==> config.mk <==
export PLATFORM = sky130hd
export DESIGN_NAME = resonant_three_pole_lowpass
export DESIGN_NICKNAME = d
export VERILOG_FILES = /design/src/rtpl_pkg.sv /design/src/rtpl_mul.sv /design/src/resonant_three_pole_lowpass.sv
export SDC_FILE = /design/constraint.sdc
export NUM_CORES = 1
export LEC_CHECK = 0
export BUFFER_PORTS_ARGS = -buffer_cell sky130_fd_sc_hd__buf_2
export CORE_ASPECT_RATIO = 2
export CORE_MARGIN = 1.5
export CORE_UTILIZATION = 60
export DETAILED_ROUTE_END_ITERATION = 12
export GPL_TIMING_DRIVEN = 0
export HOLD_SLACK_MARGIN = 0.1
export PLACE_DENSITY_LB_ADDON = 0.05
export SYNTH_ARGS = -nofsm -noshare
export SYNTH_HDL_FRONTEND = slang
export SYNTH_SLANG_ARGS = --single-unit
==> constraint.sdc <==
create_clock -name clk -period 7.36 [get_ports clk]
set_clock_uncertainty 0.2 [all_clocks]
set_input_delay 0.368 -clock clk [delete_from_list [all_inputs] [get_ports clk]]
set_output_delay 0.368 -clock clk [all_outputs]
set_load 0.01 [all_outputs]
==> src/rtpl_pkg.sv <==
// Shared constants and types for the resonant three-pole lowpass filter.
package rtpl_pkg;

  localparam int DEF_SAMPLE_WIDTH = 16;
  localparam int DEF_STATE_WIDTH  = 32;

  // Coefficient registers and their fractional points
  localparam int COEF_WIDTH = 16;
  localparam int COEF_FRAC  = 16;
  localparam int GAIN_FRAC  = 12;
  localparam logic [COEF_WIDTH-1:0] CUTOFF_RESET = 16'd65470;

  // Multiplier digit size and number of digits in a coefficient
  localparam int DIGIT_W = 4;
  localparam int NUM_DIGITS = COEF_WIDTH / DIGIT_W;

  // Operand headroom above the stage width for the feedback and drive terms
  localparam int OPER_EXTRA = 7;

  localparam int CFG_INDEX_W = 1;

  typedef enum logic [CFG_INDEX_W-1:0] {
    REG_CUTOFF = 1'b0,
    REG_GAIN   = 1'b1
  } cfg_reg_t;

endpackage

==> src/rtpl_mul.sv <==
// Digit-serial signed-by-unsigned multiplier, one coefficient digit per cycle.
module rtpl_mul #(
  parameter int A_WIDTH = rtpl_pkg::DEF_STATE_WIDTH + rtpl_pkg::OPER_EXTRA
) (
  input  logic                                      clk,
  input  logic                                      rst,
  input  logic                                      start,
  input  logic signed [A_WIDTH-1:0]                 a,
  input  logic        [rtpl_pkg::COEF_WIDTH-1:0]    b,
  output logic                                      done,
  output logic signed [A_WIDTH+rtpl_pkg::COEF_WIDTH-1:0] product
);
  import rtpl_pkg::*;

  localparam int PW    = A_WIDTH + COEF_WIDTH;
  localparam int CNT_W = $clog2(NUM_DIGITS + 1);

  logic signed [A_WIDTH-1:0]   a_r;
  logic        [COEF_WIDTH-1:0] b_r;
  logic signed [PW-1:0]        acc;
  logic        [CNT_W-1:0]     cnt;
  logic                        done_r;

  logic        [DIGIT_W-1:0]        digit;
  logic signed [A_WIDTH+DIGIT_W:0]  pp;
  logic signed [PW-1:0]             acc_next;

  // Most significant digit first: shift the partial sum up, add the next row
  assign digit    = b_r[COEF_WIDTH-1 -: DIGIT_W];
  assign pp       = a_r * $signed({1'b0, digit});
  assign acc_next = (acc <<< DIGIT_W) + PW'(pp);

  always_ff @(posedge clk) begin
    if (rst) begin
      cnt    <= '0;
      done_r <= 1'b0;
    end else begin
      done_r <= 1'b0;
      if (start) begin
        cnt <= CNT_W'(NUM_DIGITS);
      end else if (cnt != '0) begin
        cnt    <= cnt - CNT_W'(1);
        done_r <= (cnt == CNT_W'(1));
      end
    end
  end

  always_ff @(posedge clk) begin
    if (start) begin
      a_r <= a;
      b_r <= b;
      acc <= '0;
    end else if (cnt != '0) begin
      b_r <= b_r << DIGIT_W;
      acc <= acc_next;
    end
  end

  assign done    = done_r;
  assign product = acc;

  a_done_pulse: assert property (@(posedge clk) disable iff (rst) done |=> !done)
    else $error("multiplier done held longer than one cycle");
  a_start_idle: assert property (@(posedge clk) disable iff (rst) start |-> cnt == '0)
    else $error("multiplier started while busy");
  a_start_runs: assert property (@(posedge clk) disable iff (rst)
      start |=> cnt == CNT_W'(NUM_DIGITS))
    else $error("multiplier did not load its digit count");

endmodule

==> src/resonant_three_pole_lowpass.sv <==
// Top level of the resonant three-pole lowpass filter.
// Each item carries one signed sample that runs through three cascaded one-pole
// stages, the first with resonance feedback; the result is the third stage
// saturated back to sample format. All four products of an item (feedback,
// then one per stage) go one after another through a single multiplier that
// takes one 4-bit coefficient digit per cycle. A sample passes the accepting
// cycle, then per product an operand state, the digit steps and an update
// step, then the load of the output register; the next sample is accepted
// only after that load. A clear item zeroes the stages and returns 0.
// in_ready is high only between items; a finished result waits in the
// output register and does not block acceptance of the next item, but the next
// result holds in the load cycle until the waiting one has been taken.
module resonant_three_pole_lowpass #(
  parameter int SAMPLE_WIDTH = rtpl_pkg::DEF_SAMPLE_WIDTH,
  parameter int STATE_WIDTH  = rtpl_pkg::DEF_STATE_WIDTH
) (
  input  logic                                clk,
  input  logic                                rst,
  input  logic                                cfg_write,
  input  logic [rtpl_pkg::CFG_INDEX_W-1:0]    cfg_index,
  input  logic [rtpl_pkg::COEF_WIDTH-1:0]     cfg_data,
  input  logic                                in_valid,
  output logic                                in_ready,
  input  logic signed [SAMPLE_WIDTH-1:0]      sample_in,
  input  logic                                clear,
  output logic                                out_valid,
  input  logic                                out_ready,
  output logic signed [SAMPLE_WIDTH-1:0]      sample_out
);
  import rtpl_pkg::*;

  localparam int AW  = STATE_WIDTH + OPER_EXTRA;
  localparam int PW  = AW + COEF_WIDTH;
  localparam int SW  = STATE_WIDTH + 8;
  localparam int FBW = STATE_WIDTH + 5;
  localparam int SH  = STATE_WIDTH - SAMPLE_WIDTH - 7;
  localparam int YW  = (SH >= 0) ? STATE_WIDTH : STATE_WIDTH - SH;

  typedef enum logic [3:0] {
    S_IDLE   = 4'b0001,
    S_LAUNCH = 4'b0010,
    S_MUL    = 4'b0100,
    S_OUT    = 4'b1000
  } state_t;

  typedef enum logic [1:0] {
    STEP_FB    = 2'd0,
    STEP_ONE   = 2'd1,
    STEP_TWO   = 2'd2,
    STEP_THREE = 2'd3
  } step_t;

  state_t state;
  step_t  step;

  logic [COEF_WIDTH-1:0] cutoff;
  logic [COEF_WIDTH-1:0] gain;

  logic signed [STATE_WIDTH-1:0] s1, s2, s3;
  logic signed [STATE_WIDTH-1:0] x_r;
  logic signed [FBW-1:0]         fbr;

  logic signed [STATE_WIDTH-1:0] x_in;
  logic signed [YW-1:0]          y_full;
  logic signed [SAMPLE_WIDTH-1:0] y_sat;
  logic [YW-SAMPLE_WIDTH:0]      y_top;

  logic                  mul_start;
  logic signed [AW-1:0]  mul_a;
  logic [COEF_WIDTH-1:0] mul_b;
  logic                  mul_done;
  logic signed [PW-1:0]  mul_p;

  logic signed [STATE_WIDTH-1:0] stage_cur;
  logic signed [STATE_WIDTH-1:0] stage_upd;
  logic                          accept;
  logic                          out_load;

  function automatic logic signed [STATE_WIDTH-1:0] sat_state(input logic signed [SW-1:0] v);
    logic [SW-STATE_WIDTH:0] top_bits;
    top_bits = v[SW-1:STATE_WIDTH-1];
    if (&top_bits || ~|top_bits) begin
      sat_state = v[STATE_WIDTH-1:0];
    end else if (v[SW-1]) begin
      sat_state = {1'b1, {(STATE_WIDTH-1){1'b0}}};
    end else begin
      sat_state = {1'b0, {(STATE_WIDTH-1){1'b1}}};
    end
  endfunction

  // Sample format to stage format and back; narrowing shifts floor
  generate
    if (SH >= 0) begin : g_down
      assign x_in   = STATE_WIDTH'(sample_in) <<< SH;
      assign y_full = s3 >>> SH;
    end else begin : g_up
      assign x_in   = STATE_WIDTH'(sample_in >>> (-SH));
      assign y_full = YW'(s3) <<< (-SH);
    end
  endgenerate

  assign y_top = y_full[YW-1:SAMPLE_WIDTH-1];
  always_comb begin
    if (&y_top || ~|y_top) begin
      y_sat = y_full[SAMPLE_WIDTH-1:0];
    end else if (y_full[YW-1]) begin
      y_sat = {1'b1, {(SAMPLE_WIDTH-1){1'b0}}};
    end else begin
      y_sat = {1'b0, {(SAMPLE_WIDTH-1){1'b1}}};
    end
  end

  assign in_ready  = (state == S_IDLE);
  assign accept    = in_valid && in_ready;
  assign mul_start = (state == S_LAUNCH);
  assign out_load  = (state == S_OUT) && (!out_valid || out_ready);

  // Operand for the product of the current step, from settled registers
  always_comb begin
    case (step)
      STEP_FB: begin
        mul_a = AW'(s1) - AW'(s2);
        mul_b = gain;
      end
      STEP_ONE: begin
        mul_a = AW'(x_r) - AW'(s1) + AW'(fbr);
        mul_b = cutoff;
      end
      STEP_TWO: begin
        mul_a = AW'(s1) - AW'(s2);
        mul_b = cutoff;
      end
      STEP_THREE: begin
        mul_a = AW'(s2) - AW'(s3);
        mul_b = cutoff;
      end
      default: begin
        mul_a = '0;
        mul_b = '0;
      end
    endcase
  end

  always_comb begin
    case (step)
      STEP_TWO:   stage_cur = s2;
      STEP_THREE: stage_cur = s3;
      default:    stage_cur = s1;
    endcase
  end

  assign stage_upd = sat_state(SW'(stage_cur) + SW'(mul_p >>> COEF_FRAC));

  rtpl_mul #(
    .A_WIDTH (AW)
  ) u_mul (
    .clk     (clk),
    .rst     (rst),
    .start   (mul_start),
    .a       (mul_a),
    .b       (mul_b),
    .done    (mul_done),
    .product (mul_p)
  );

  always_ff @(posedge clk) begin
    if (rst) begin
      cutoff <= CUTOFF_RESET;
      gain   <= '0;
    end else if (cfg_write) begin
      case (cfg_reg_t'(cfg_index))
        REG_CUTOFF: cutoff <= cfg_data;
        REG_GAIN:   gain   <= cfg_data;
        default: ;
      endcase
    end
  end

  always_ff @(posedge clk) begin
    if (rst) begin
      state     <= S_IDLE;
      step      <= STEP_FB;
      s1        <= '0;
      s2        <= '0;
      s3        <= '0;
      out_valid <= 1'b0;
    end else begin
      if (out_load) begin
        out_valid <= 1'b1;
      end else if (out_ready) begin
        out_valid <= 1'b0;
      end
      case (state)
        S_IDLE: begin
          if (accept) begin
            step <= STEP_FB;
            if (clear) begin
              s1    <= '0;
              s2    <= '0;
              s3    <= '0;
              state <= S_OUT;
            end else begin
              state <= S_LAUNCH;
            end
          end
        end
        S_LAUNCH: begin
          state <= S_MUL;
        end
        S_MUL: begin
          if (mul_done) begin
            case (step)
              STEP_ONE:   s1 <= stage_upd;
              STEP_TWO:   s2 <= stage_upd;
              STEP_THREE: s3 <= stage_upd;
              default: ;
            endcase
            if (step == STEP_THREE) begin
              state <= S_OUT;
            end else begin
              step  <= step_t'(step + 2'd1);
              state <= S_LAUNCH;
            end
          end
        end
        S_OUT: begin
          // hold until the output register is free
          if (out_load) begin
            state <= S_IDLE;
          end
        end
        default: begin
          state <= S_IDLE;
        end
      endcase
    end
  end

  always_ff @(posedge clk) begin
    if (accept) begin
      x_r <= x_in;
    end
    if (state == S_MUL && mul_done && step == STEP_FB) begin
      fbr <= FBW'(mul_p >>> GAIN_FRAC);
    end
    if (out_load) begin
      sample_out <= y_sat;
    end
  end

  a_clear_zero: assert property (@(posedge clk) disable iff (rst)
      accept && clear |=> s1 == '0 && s2 == '0 && s3 == '0)
    else $error("clear item did not zero the stages");
  a_launch_quiet: assert property (@(posedge clk) disable iff (rst) mul_start |-> !mul_done)
    else $error("multiply launched while another finished");
  a_out_wait: assert property (@(posedge clk) disable iff (rst)
      state == S_OUT && out_valid && !out_ready |=> state == S_OUT)
    else $error("result dropped while output register was full");
  a_done_in_mul: assert property (@(posedge clk) disable iff (rst)
      mul_done |-> state == S_MUL)
    else $error("multiply finished outside the multiply state");

endmodule
==> impl_metrics.tcl <==
set metrics [dict create \
    unrepaired_setup_endpoints_after_global_routing "false" \
    ys_async_sr_fraction_pct 0 \
    worst_path_maximum_fanout 10 \
    area_delta_synth_final_pct 9.43 \
    fmax_mhz 138 \
    yosys_warnings 0 \
    critPathLaunchType "register" \
    tritoncts.num_buffers 31 \
    root_buffer "sky130_fd_sc_hd__clkbuf_16" \
    initial_utilization_pct 60.9 \
    number_of_drc_violations_after_detailed_routing_iteration_0 1975 \
    finalCriticalPeriod_ns 7.22 \
    grt_pass1_vias 26800 \
    ys_top_cells_by_area "sky130_fd_sc_hd__dfxtp_1, sky130_fd_sc_hd__edfxtp_1, sky130_fd_sc_hd__fa_1, sky130_fd_sc_hd__ha_1, sky130_fd_sc_hd__a21oi_1" \
    path_delay_family "simple AND/OR/NAND/NOR gates" \
    yosys-top-cells-count "sky130_fd_sc_hd__nand2_1, sky130_fd_sc_hd__inv_1, sky130_fd_sc_hd__a21oi_1" \
    worst-slew-pin-transition_ns 1.39 \
    critical_path.most_common_cell "sky130_fd_sc_hd__clkbuf_1" \
    placement_rows 112 \
    setup_tns_ns 0 \
    vias 26100 \
    grt_overflow 0 \
    drt.antenna.violating_nets 0 \
    final_core_util_pct 66.7 \
    cap_viol_max_count 0 \
    critical-path-slowest-cell "sky130_fd_sc_hd__nor2_1" \
    maximum_level_of_the_cts_h_tree 1 \
    yosysMostFrequentCell "sky130_fd_sc_hd__nand2_1" \
    synth_area_sq_um 28400 \
    gp_congestion 1.06 \
    post_synth_num_cell_types 82 \
    run_status "complete, no violations" \
    max_slew_margin_pct 7.40 \
    sink_count 317 \
    wl_mm 102 \
    drc 0 \
    die-width_microns 157 \
    clock_tree.buffer_depth 3 \
    fin_worst_hold_slack_ns 0.221 \
    critical_path.endpoint_type "register" \
    drtPass1Iterations 6 \
    syn_inst 3394 \
    post-synth-top-area-cell "sky130_fd_sc_hd__dfxtp_1" \
    number_of_flops_mapped_to_enable_cells_by_yosys 123 \
    dp_worst_setup_slack_ns -0.148 \
    grt_use_total_pct 42.5 \
    insertion_delay_ns 0.66 \
    dp.final_hpwl_mm 80.7 \
    worstPathArrival_ns 7.55 \
    floorplan.core_area_sq_um 46700 \
    yosys_register_bits 317 \
    critPathKind "register to register" \
    die_y_microns 311 \
    number_of_antenna_violations_at_the_first_check_in_global_routing 6 \
    share_of_post_route_cells_with_drive_strength_above_1_pct 4.61 \
    nets 4011 \
    final_min_period_over_clock_period_pct 98.2 \
    final.setup.worst_slack_ns 0.135 \
    syn_nets 3873 \
    synth_top_cell_area_share_pct 13.7 \
    timing.final.setup_violations 0 \
    crit_chain "ha_1 > clkbuf_1 > nor2b_1 > clkbuf_1 > clkbuf_1 > a21oi_1 > a21oi_1 > nor2_1 > ha_1 > clkbuf_1 > nand4_1 > nor3_1 > nand2_1 > a31oi_1 > nor2_2 > or4_1 > o211ai_1 > nand4_1 > mux2_2 > buf_2 > nor2_1 > o21ai_0" \
    cpPeakStageDelay_ns 0.60 \
    cp_data_required_time_ns 7.69 \
    min-delay-path-class "input pin to register" \
    routed_via_density 6.24 \
    synth_area_per_cell_sq_um 8.38 \
    dieArea_sq_um 48800 \
    post_drt_wl_per_cell_microns 24.3 \
    largest_net_degree_at_the_start_of_global_routing 28 \
    cts.clk_slew.worst_paths_ns 0.07 \
    fraction_of_the_yosys_area_taken_by_sequential_cells_pct 26.7 \
    cts_setup_buffers 0 \
    io_pins 57 \
    final-hold-violation-count 0 \
    cts_tree "built" \
    slew_viol_final 0 \
    grt_pass1_wl_mm 153 \
    buffer_ports.inserted 56 \
    synth_flop_cell "sky130_fd_sc_hd__dfxtp_1" \
    timing.critical_path.buf_inv 5 \
]
## per-stage QoR
step | instance area, sq um | cells
detailed placement | 29500 | 4079
CTS | 31100 | 4185
global placement | 29500 | 4077
finish | 31100 | 4189
floorplan | 28400 | 3394
global route | 31100 | 4186
## per-layer routing
layer  GRT usage, %  up-vias  wire length (microns)
met1           40.8    12400                  32600
met4           46.4        4                  13600
li1               -    11900                      -
met3           9.29      566                   7120
met5              0        -                     29
met2           70.8     1202                  48500
## path summary, 6_finish.rpt
path                                                    start                            end  slack, ns  cells past startpoint
worst min-delay path                             sample_in[3]              x_r[12]$_DFFE_PP_       0.22                      2
worst max-delay path                     step[1]$_SDFFE_PP0P_            s3[13]$_SDFFE_PP0P_       0.14                     22
worst min register to register  u_mul.product[5]$_SDFFE_PP0N_  u_mul.product[5]$_SDFFE_PP0N_       0.25                      2
worst max register to register           step[1]$_SDFFE_PP0P_            s3[13]$_SDFFE_PP0P_       0.14                     22
## layout make-up
cell class,count,area [sq um]
Timing Repair Buffer,106,808
Antenna cell,5,12.5
Multi-Input combinational cell,2573,18900
Tap cell,627,785
Clock inverter,21,225
Clock buffer,37,820
Inverter,372,1400
Fill cell,4014,15600
Buffer,131,533
Sequential cell,317,7580
## placed cells by master (no fill, tap or decap), types with 10 or more instances in the layout
cell type | Yosys | layout
sky130_fd_sc_hd__xnor2_1 | 97 | 97
sky130_fd_sc_hd__edfxtp_1 | 123 | 123
sky130_fd_sc_hd__nor2_4 | 10 | 11
sky130_fd_sc_hd__o211ai_1 | 20 | 20
sky130_fd_sc_hd__a21oi_1 | 318 | 318
sky130_fd_sc_hd__nor2_1 | 293 | 292
sky130_fd_sc_hd__buf_1 | 13 | 12
sky130_fd_sc_hd__nand2b_1 | 39 | 39
sky130_fd_sc_hd__a21o_1 | 90 | 90
sky130_fd_sc_hd__or3_1 | 13 | 13
sky130_fd_sc_hd__nand3b_1 | 19 | 19
sky130_fd_sc_hd__nand4_1 | 21 | 21
sky130_fd_sc_hd__a221oi_1 | 24 | 23
sky130_fd_sc_hd__o21bai_1 | 17 | 17
sky130_fd_sc_hd__mux2i_1 | 23 | 23
sky130_fd_sc_hd__o31ai_1 | 10 | 10
sky130_fd_sc_hd__and3_1 | 15 | 15
sky130_fd_sc_hd__nand2_1 | 376 | 376
sky130_fd_sc_hd__dlygate4sd3_1 | 0 | 48
sky130_fd_sc_hd__dfxtp_1 | 194 | 194
sky130_fd_sc_hd__clkbuf_16 | 0 | 32
sky130_fd_sc_hd__a211oi_1 | 26 | 26
sky130_fd_sc_hd__and2_1 | 122 | 122
sky130_fd_sc_hd__a22o_1 | 22 | 22
sky130_fd_sc_hd__ha_1 | 269 | 269
sky130_fd_sc_hd__o21ai_1 | 33 | 33
sky130_fd_sc_hd__buf_2 | 5 | 63
sky130_fd_sc_hd__o21a_1 | 29 | 29
sky130_fd_sc_hd__nor2b_1 | 24 | 23
sky130_fd_sc_hd__fa_1 | 171 | 171
sky130_fd_sc_hd__o21ai_0 | 177 | 177
sky130_fd_sc_hd__nor3_1 | 40 | 40
sky130_fd_sc_hd__xor2_1 | 64 | 64
sky130_fd_sc_hd__nand3_1 | 48 | 48
sky130_fd_sc_hd__a31oi_1 | 16 | 16
sky130_fd_sc_hd__clkbuf_1 | 107 | 109
sky130_fd_sc_hd__inv_1 | 372 | 372
## sequential cells by signal, indices dropped and copies added (netlist names), 16 cells and up
signal / cells
gain: 16
x_r: 16
s1: 32
u_mul.b_r: 16
u_mul.product: 55
sample_out: 16
cutoff: 16
s3: 32
fbr: 37
u_mul.a_r: 38
s2: 32
## logic make-up (layout without fill, tap and decap cells)
| logic type | Yosys count | count (layout) | synth area share, % |
|---|---|---|---|
| AND/OR/NAND/NOR | 1066 | 1066 | 17.7 |
| AO/OA/AOI/OAI | 880 | 880 | 19.1 |
| buffers and inverters | 504 | 667 | 6.79 |
| adder cells (fa/ha/maj) | 440 | 440 | 23.9 |
| flip-flops | 317 | 317 | 26.7 |
| XOR/XNOR | 161 | 161 | 4.96 |
| multiplexers | 26 | 26 | 0.929 |
| other | 0 | 5 | 0 |
## what timing repair did
action	CTS	global route
gates resized for setup	2	5
hold buffers	48	0
hold endpoints to repair	55	0
endpoints found under the setup margin	43	65
Power is left out: the tool's default activity adds up to more than one toggle a clock period on the data nets, which glitch-free logic cannot reach.
